**src/hw/rtl/ztt_pkg.sv**
```systemverilog
// Shared types, constants and helpers of the Zobrist transposition table.
package ztt_pkg;

  localparam int ZTT_TABLE_ENTRIES = 4096;
  localparam int KEY_SLOTS         = 768;
  localparam int KEY_ADDR_W        = 10;
  localparam int HASH_W            = 64;
  localparam int RES_FIFO_DEPTH    = 16;
  localparam int RES_PTR_W         = 4;

  localparam logic [7:0] EMPTY_CHAR  = 8'h2E;  // '.'
  localparam logic [9:0] PIECE_CODES = 10'd12;

  typedef enum logic {
    KIND_KEY    = 1'b0,
    KIND_SQUARE = 1'b1
  } kind_t;

  typedef enum logic {
    OP_QUERY = 1'b0,
    OP_STORE = 1'b1
  } op_t;

  typedef struct packed {
    logic       ok;
    logic [3:0] code;
  } piece_t;

  // Per-board data that travels alongside the hash.
  typedef struct packed {
    logic               op;
    logic [7:0]         depth;
    logic signed [15:0] eval;
    logic               bad;
  } meta_t;

  typedef struct packed {
    logic [HASH_W-1:0]  hash;
    logic [7:0]         depth;
    logic signed [15:0] eval;
  } entry_t;

  typedef struct packed {
    logic               hit;
    logic [HASH_W-1:0]  hash;
    logic [7:0]         depth;
    logic signed [15:0] eval;
    logic               bad;
  } result_t;

  // Lower-case pieces take the first six codes, the upper-case ones the next six.
  function automatic piece_t piece_code(input logic [7:0] ch);
    piece_t p;
    p.ok = 1'b1;
    unique case (ch)
      8'h70:   p.code = 4'd0;   // p
      8'h72:   p.code = 4'd1;   // r
      8'h6E:   p.code = 4'd2;   // n
      8'h62:   p.code = 4'd3;   // b
      8'h71:   p.code = 4'd4;   // q
      8'h6B:   p.code = 4'd5;   // k
      8'h50:   p.code = 4'd6;   // P
      8'h52:   p.code = 4'd7;   // R
      8'h4E:   p.code = 4'd8;   // N
      8'h42:   p.code = 4'd9;   // B
      8'h51:   p.code = 4'd10;  // Q
      8'h4B:   p.code = 4'd11;  // K
      default: begin
        p.ok   = 1'b0;
        p.code = 4'd0;
      end
    endcase
    return p;
  endfunction

endpackage

```
**src/hw/rtl/ztt_hash_mod.sv**
```systemverilog
// Reduction of the board hash modulo the table size over four register stages.
module ztt_hash_mod #(
  parameter int TABLE_ENTRIES = ztt_pkg::ZTT_TABLE_ENTRIES,
  parameter int IDX_W = (TABLE_ENTRIES > 1) ? $clog2(TABLE_ENTRIES) : 1
) (
  input  logic                        clk,
  input  logic                        rst,
  input  logic                        in_valid,
  input  logic [ztt_pkg::HASH_W-1:0]  in_hash,
  input  ztt_pkg::meta_t              in_meta,
  output logic                        out_valid,
  output logic [ztt_pkg::HASH_W-1:0]  out_hash,
  output logic [IDX_W-1:0]            out_idx,
  output ztt_pkg::meta_t              out_meta
);

  // Eight bytes, each below 2^8, times weights below 2^IDX_W.
  localparam int SUM_W  = IDX_W + 11;
  localparam int PROD_W = 2 * SUM_W;
  localparam logic [IDX_W:0] MODULUS = (IDX_W + 1)'(TABLE_ENTRIES);
  // floor(2^SUM_W / TABLE_ENTRIES): the quotient it gives is exact or one short
  localparam logic [SUM_W:0] RECIP =
    (SUM_W + 1)'((64'd1 << SUM_W) / 64'(TABLE_ENTRIES));

  // Weight of hash byte i: 2^(8i) mod TABLE_ENTRIES.
  function automatic logic [7:0][IDX_W:0] byte_weights();
    logic [7:0][IDX_W:0] w;
    logic [63:0]         p;
    p = 64'd1 % 64'(TABLE_ENTRIES);
    for (int i = 0; i < 8; i++) begin
      w[i] = (IDX_W + 1)'(p);
      p    = (p << 8) % 64'(TABLE_ENTRIES);
    end
    return w;
  endfunction

  localparam logic [7:0][IDX_W:0] WEIGHTS = byte_weights();

  logic                       v0;
  logic                       v1;
  logic                       v2;
  logic                       v3;
  logic [ztt_pkg::HASH_W-1:0] h0;
  logic [ztt_pkg::HASH_W-1:0] h1;
  logic [ztt_pkg::HASH_W-1:0] h2;
  logic [ztt_pkg::HASH_W-1:0] h3;
  ztt_pkg::meta_t             m0;
  ztt_pkg::meta_t             m1;
  ztt_pkg::meta_t             m2;
  ztt_pkg::meta_t             m3;
  logic [SUM_W-1:0]           sum_next;
  logic [SUM_W-1:0]           sum1;
  logic [SUM_W-1:0]           sum2;
  logic [PROD_W-1:0]          prod;
  logic [SUM_W-1:0]           quot2;
  logic [SUM_W-1:0]           rem_wide;
  logic [IDX_W:0]             rem_low;
  logic [IDX_W:0]             rem_next;
  logic [IDX_W-1:0]           idx3;

  // weighted byte sum keeps the residue of the hash
  always_comb begin
    sum_next = '0;
    for (int i = 0; i < 8; i++) begin
      sum_next = sum_next + SUM_W'(h0[8*i +: 8]) * SUM_W'(WEIGHTS[i]);
    end
  end

  assign prod     = PROD_W'(sum1) * PROD_W'(RECIP);
  // remainder lands in [0, 2 * TABLE_ENTRIES); one subtract finishes it
  assign rem_wide = sum2 - quot2 * SUM_W'(TABLE_ENTRIES);
  assign rem_low  = rem_wide[IDX_W:0];
  assign rem_next = (rem_low >= MODULUS) ? rem_low - MODULUS : rem_low;

  always_ff @(posedge clk) begin
    if (rst) begin
      v0 <= 1'b0;
      v1 <= 1'b0;
      v2 <= 1'b0;
      v3 <= 1'b0;
    end else begin
      v0 <= in_valid;
      v1 <= v0;
      v2 <= v1;
      v3 <= v2;
    end
    h0    <= in_hash;
    h1    <= h0;
    h2    <= h1;
    h3    <= h2;
    m0    <= in_meta;
    m1    <= m0;
    m2    <= m1;
    m3    <= m2;
    sum1  <= sum_next;
    sum2  <= sum1;
    quot2 <= prod[SUM_W +: SUM_W];
    idx3  <= rem_next[IDX_W-1:0];
  end

  assign out_valid = v3;
  assign out_hash  = h3;
  assign out_idx   = idx3;
  assign out_meta  = m3;

endmodule

```
**config.mk**
```make
export PLATFORM = sky130hd
export DESIGN_NAME = ztt_hash_mod
export DESIGN_NICKNAME = d
export VERILOG_FILES = /design/src/hw/rtl/ztt_pkg.sv /design/src/hw/rtl/ztt_hash_mod.sv
export SDC_FILE = /design/constraint.sdc
export NUM_CORES = 1
export LEC_CHECK = 0
export BUFFER_PORTS_ARGS = -buffer_cell sky130_fd_sc_hd__buf_2
export CELL_PAD_IN_SITES_DETAIL_PLACEMENT = 1
export CELL_PAD_IN_SITES_GLOBAL_PLACEMENT = 2
export CORE_MARGIN = 5
export CORE_UTILIZATION = 31
export DETAILED_ROUTE_END_ITERATION = 8
export PLACE_DENSITY = 0.63
export SETUP_SLACK_MARGIN = 0.05
export SLEW_MARGIN = 5
export SYNTH_ARGS = -nofsm -noshare
export SYNTH_HDL_FRONTEND = slang
export SYNTH_SLANG_ARGS = --single-unit
```
**constraint.sdc**
```tcl
create_clock -name clk -period 0.8 [get_ports clk]
set_input_delay 0.04 -clock clk [delete_from_list [all_inputs] [get_ports clk]]
set_output_delay 0.04 -clock clk [all_outputs]
set_load 0.01 [all_outputs]
```
==> results.cfg <==
[clock_network]
cts_tree = built
htree_levels = 2
cts_buffers = 36
clk_pin_slew_worst_paths_ns = 0.06
cts-root-buf = clkbuf_16
clk_latency_ns = 0.50
cts.sinks = 364
cts_buffer_depth = 3

[sta]
slew_headroom_pct = 92.3
finalClockSkew_ns = 0.00901
timing.final.crit_share_pct = 125
hold_violations = 0
tightest_slew_ns = 0.115
layout_min_cycle_time_ns = 1.00
setup_ws_ns = -0.202
fmax_mhz = 998
slew_viol_final = 0
setup_violations = 103
finalSetupTns_ns = -17.08
rsz0062_at_grt = true
hold_ws_ns = 0.172

[floorplanning]
start_util_pct = 31.5
row_count = 56
dieHeight_um = 165
core-area_mm2 = 0.0235
fp.dieW_um = 165
die_area_mm2 = 0.0271
num_io_pins = 196

[placement]
hpwlAfterDp_um = 8160
placedCellCount = 882
gp_congestion = 0.687
dpl_cell_area_mm2 = 0.00869
numPortBuffers = 195
dp_slack_ns = 0.268

[final_layout]
layout_common_cells = dfxtp_1, buf_2, dlygate4sd3_1
final_core_utilization_pct = 48.5
final_common_cell = dfxtp_1
synthToLayoutAreaGrowth_pct = 53.7
nets = 786
layout-drive-gt1-share_pct = 44.1
fin_area_mm2 = 0.0114
finalNonFillerCells = 1038
diodes = 0

[pwr]
irDropWorstVdd_mv = 1.98
p_leak_nw = 4.98
power.density_mw_per_mm2 = 3250
seq_power_share_pct = 52.6
swShare_pct = 19.0
p_int_mw = 29.9
power_switching_mw = 7.02
power.total_mw = 37.0
p_clk_share_pct = 44.0
p_comb_share_pct = 3.4

[global_routing]
grt_usage_pct = 9.87
grt_pass1_vias = 4163
grt_max_degree = 15
grt_pass1_wl_um = 21000
antenna_found_initial = 1
grt_overflow = 0

[setup_path]
r2r_start = v1
rrSetupSlack_ns = 0.29
crit_path_start = out_hash[4]
path_cells = buf_6
worstPathMaxFanout = 2
cpMaxStageDelayCell = dfxtp_4
critPathKind = reg -> out
crit_path_start_kind = register
endpoint = out_hash[4]
worst-path-stages = 1
arrival_ns = 0.96
reg2regPathDepth = 1
crit_required_ns = 0.76
end_kind = output port
cp_top_family = flip-flops
rr_endpoint = v2
critPathBufInv = 1
critPathMaxStageDelay_ns = 0.35

[logic_synthesis]
ys_types = 3
synth-seq-cells = 364
post_synth.cell_area_avg_um2 = 19.5
synthesis.area_mm2 = 0.00740
synth_nets = 473
synth_top_cell_by_area = dfxtp_1
yosys_warnings = 0
synth_top_area_share_pct = 98.4
ys_seq_area_share_pct = 98.4
netlist_instances = 380
synth.area.top_cells = dfxtp_1, buf_4, nor2b_1

[routing]
detail_route.wl_per_cell_um = 13.0
dr.pass1.iters = 4
drc = 0
drtAntennaViolNets = 0
drt-initial-drc-count = 85
via_per_inst = 3.53
wl_um = 13500
vias = 3665

[min_path]
worstHoldPathType = in -> reg

[flow_run]
cap_violations = 0

[status]
outcome = finished with violations
violations = negative setup slack
-- final cells by class --
| cell class | count | area, um^2 |
|---|---|---|
| Multi-Input combinational cell | 4 | 25.0 |
| Sequential cell | 364 | 7370 |
| Clock buffer | 55 | 1070 |
| Timing Repair Buffer | 287 | 2400 |
| Fill cell | 2256 | 12100 |
| Tap cell | 319 | 399 |
| Clock inverter | 9 | 109 |
-- power groups by stage --
stage,logic [mW],clock network (mW),registers (mW)
global route,1.34,17.7,19.5
floorplan,0.0652,0,19.8
CTS,1.21,16.9,19.4
detailed placement,0.673,0,19.8
global placement,0.669,0,19.7
finish,1.26,16.3,19.4
-- routing by layer --
layer | share of wire, % | vias to the layer above | global-route usage [%] | wire length, um
met2 | 52 | 141 | 17.8 | 7090
met3 | 9.4 | 33 | 4.24 | 1270
met5 | 0.10 | - | 0 | 14
met4 | 2.5 | 2 | 4.01 | 342
met1 | 35 | 1696 | 9.99 | 4790
li1 | - | 1793 | - | -
-- worst min-delay path by stage --
stage,startpoint,to,slack (ns),cells after the start
floorplan,in_hash[0],h0[0],0.07,0
global placement,in_hash[31],h0[31],0.14,1
detailed placement,in_hash[35],h0[35],0.14,1
CTS,in_meta[18],m0[18],0.14,2
global route,in_hash[35],h0[35],0.14,2
finish,in_hash[54],h0[54],0.17,2
-- registers in the layout (all words and copies together), names as in the netlist --
register   flops
h0            64
m2            26
v2             1
out_hash      64
v1             1
sum2          10
out_valid      1
h1            52
m1            26
v0             1
m0            26
out_meta      26
h2            54
sum1          12
-- logic make-up (layout without fill, tap and decap cells) --
logic type / count (synthesis) / in the layout / synth area share [%]
buffers and inverters: 12 / 351 / 1.22
AND/OR/NAND/NOR: 4 / 4 / 0.338
flip-flops: 364 / 364 / 98.4
-- synthesized netlist by cell type (all sizes together) --
master,number
dfxtp,364
nor2b,4
buf,12
-- repair_timing --
action,CTS,global route
resized for setup,116,34
buffers inserted,0,0
hold buffers,92,0
hold endpoints to repair,94,0
endpoints found under the setup margin,103,103
No activity file was read; power rests on OpenSTA's default activity.
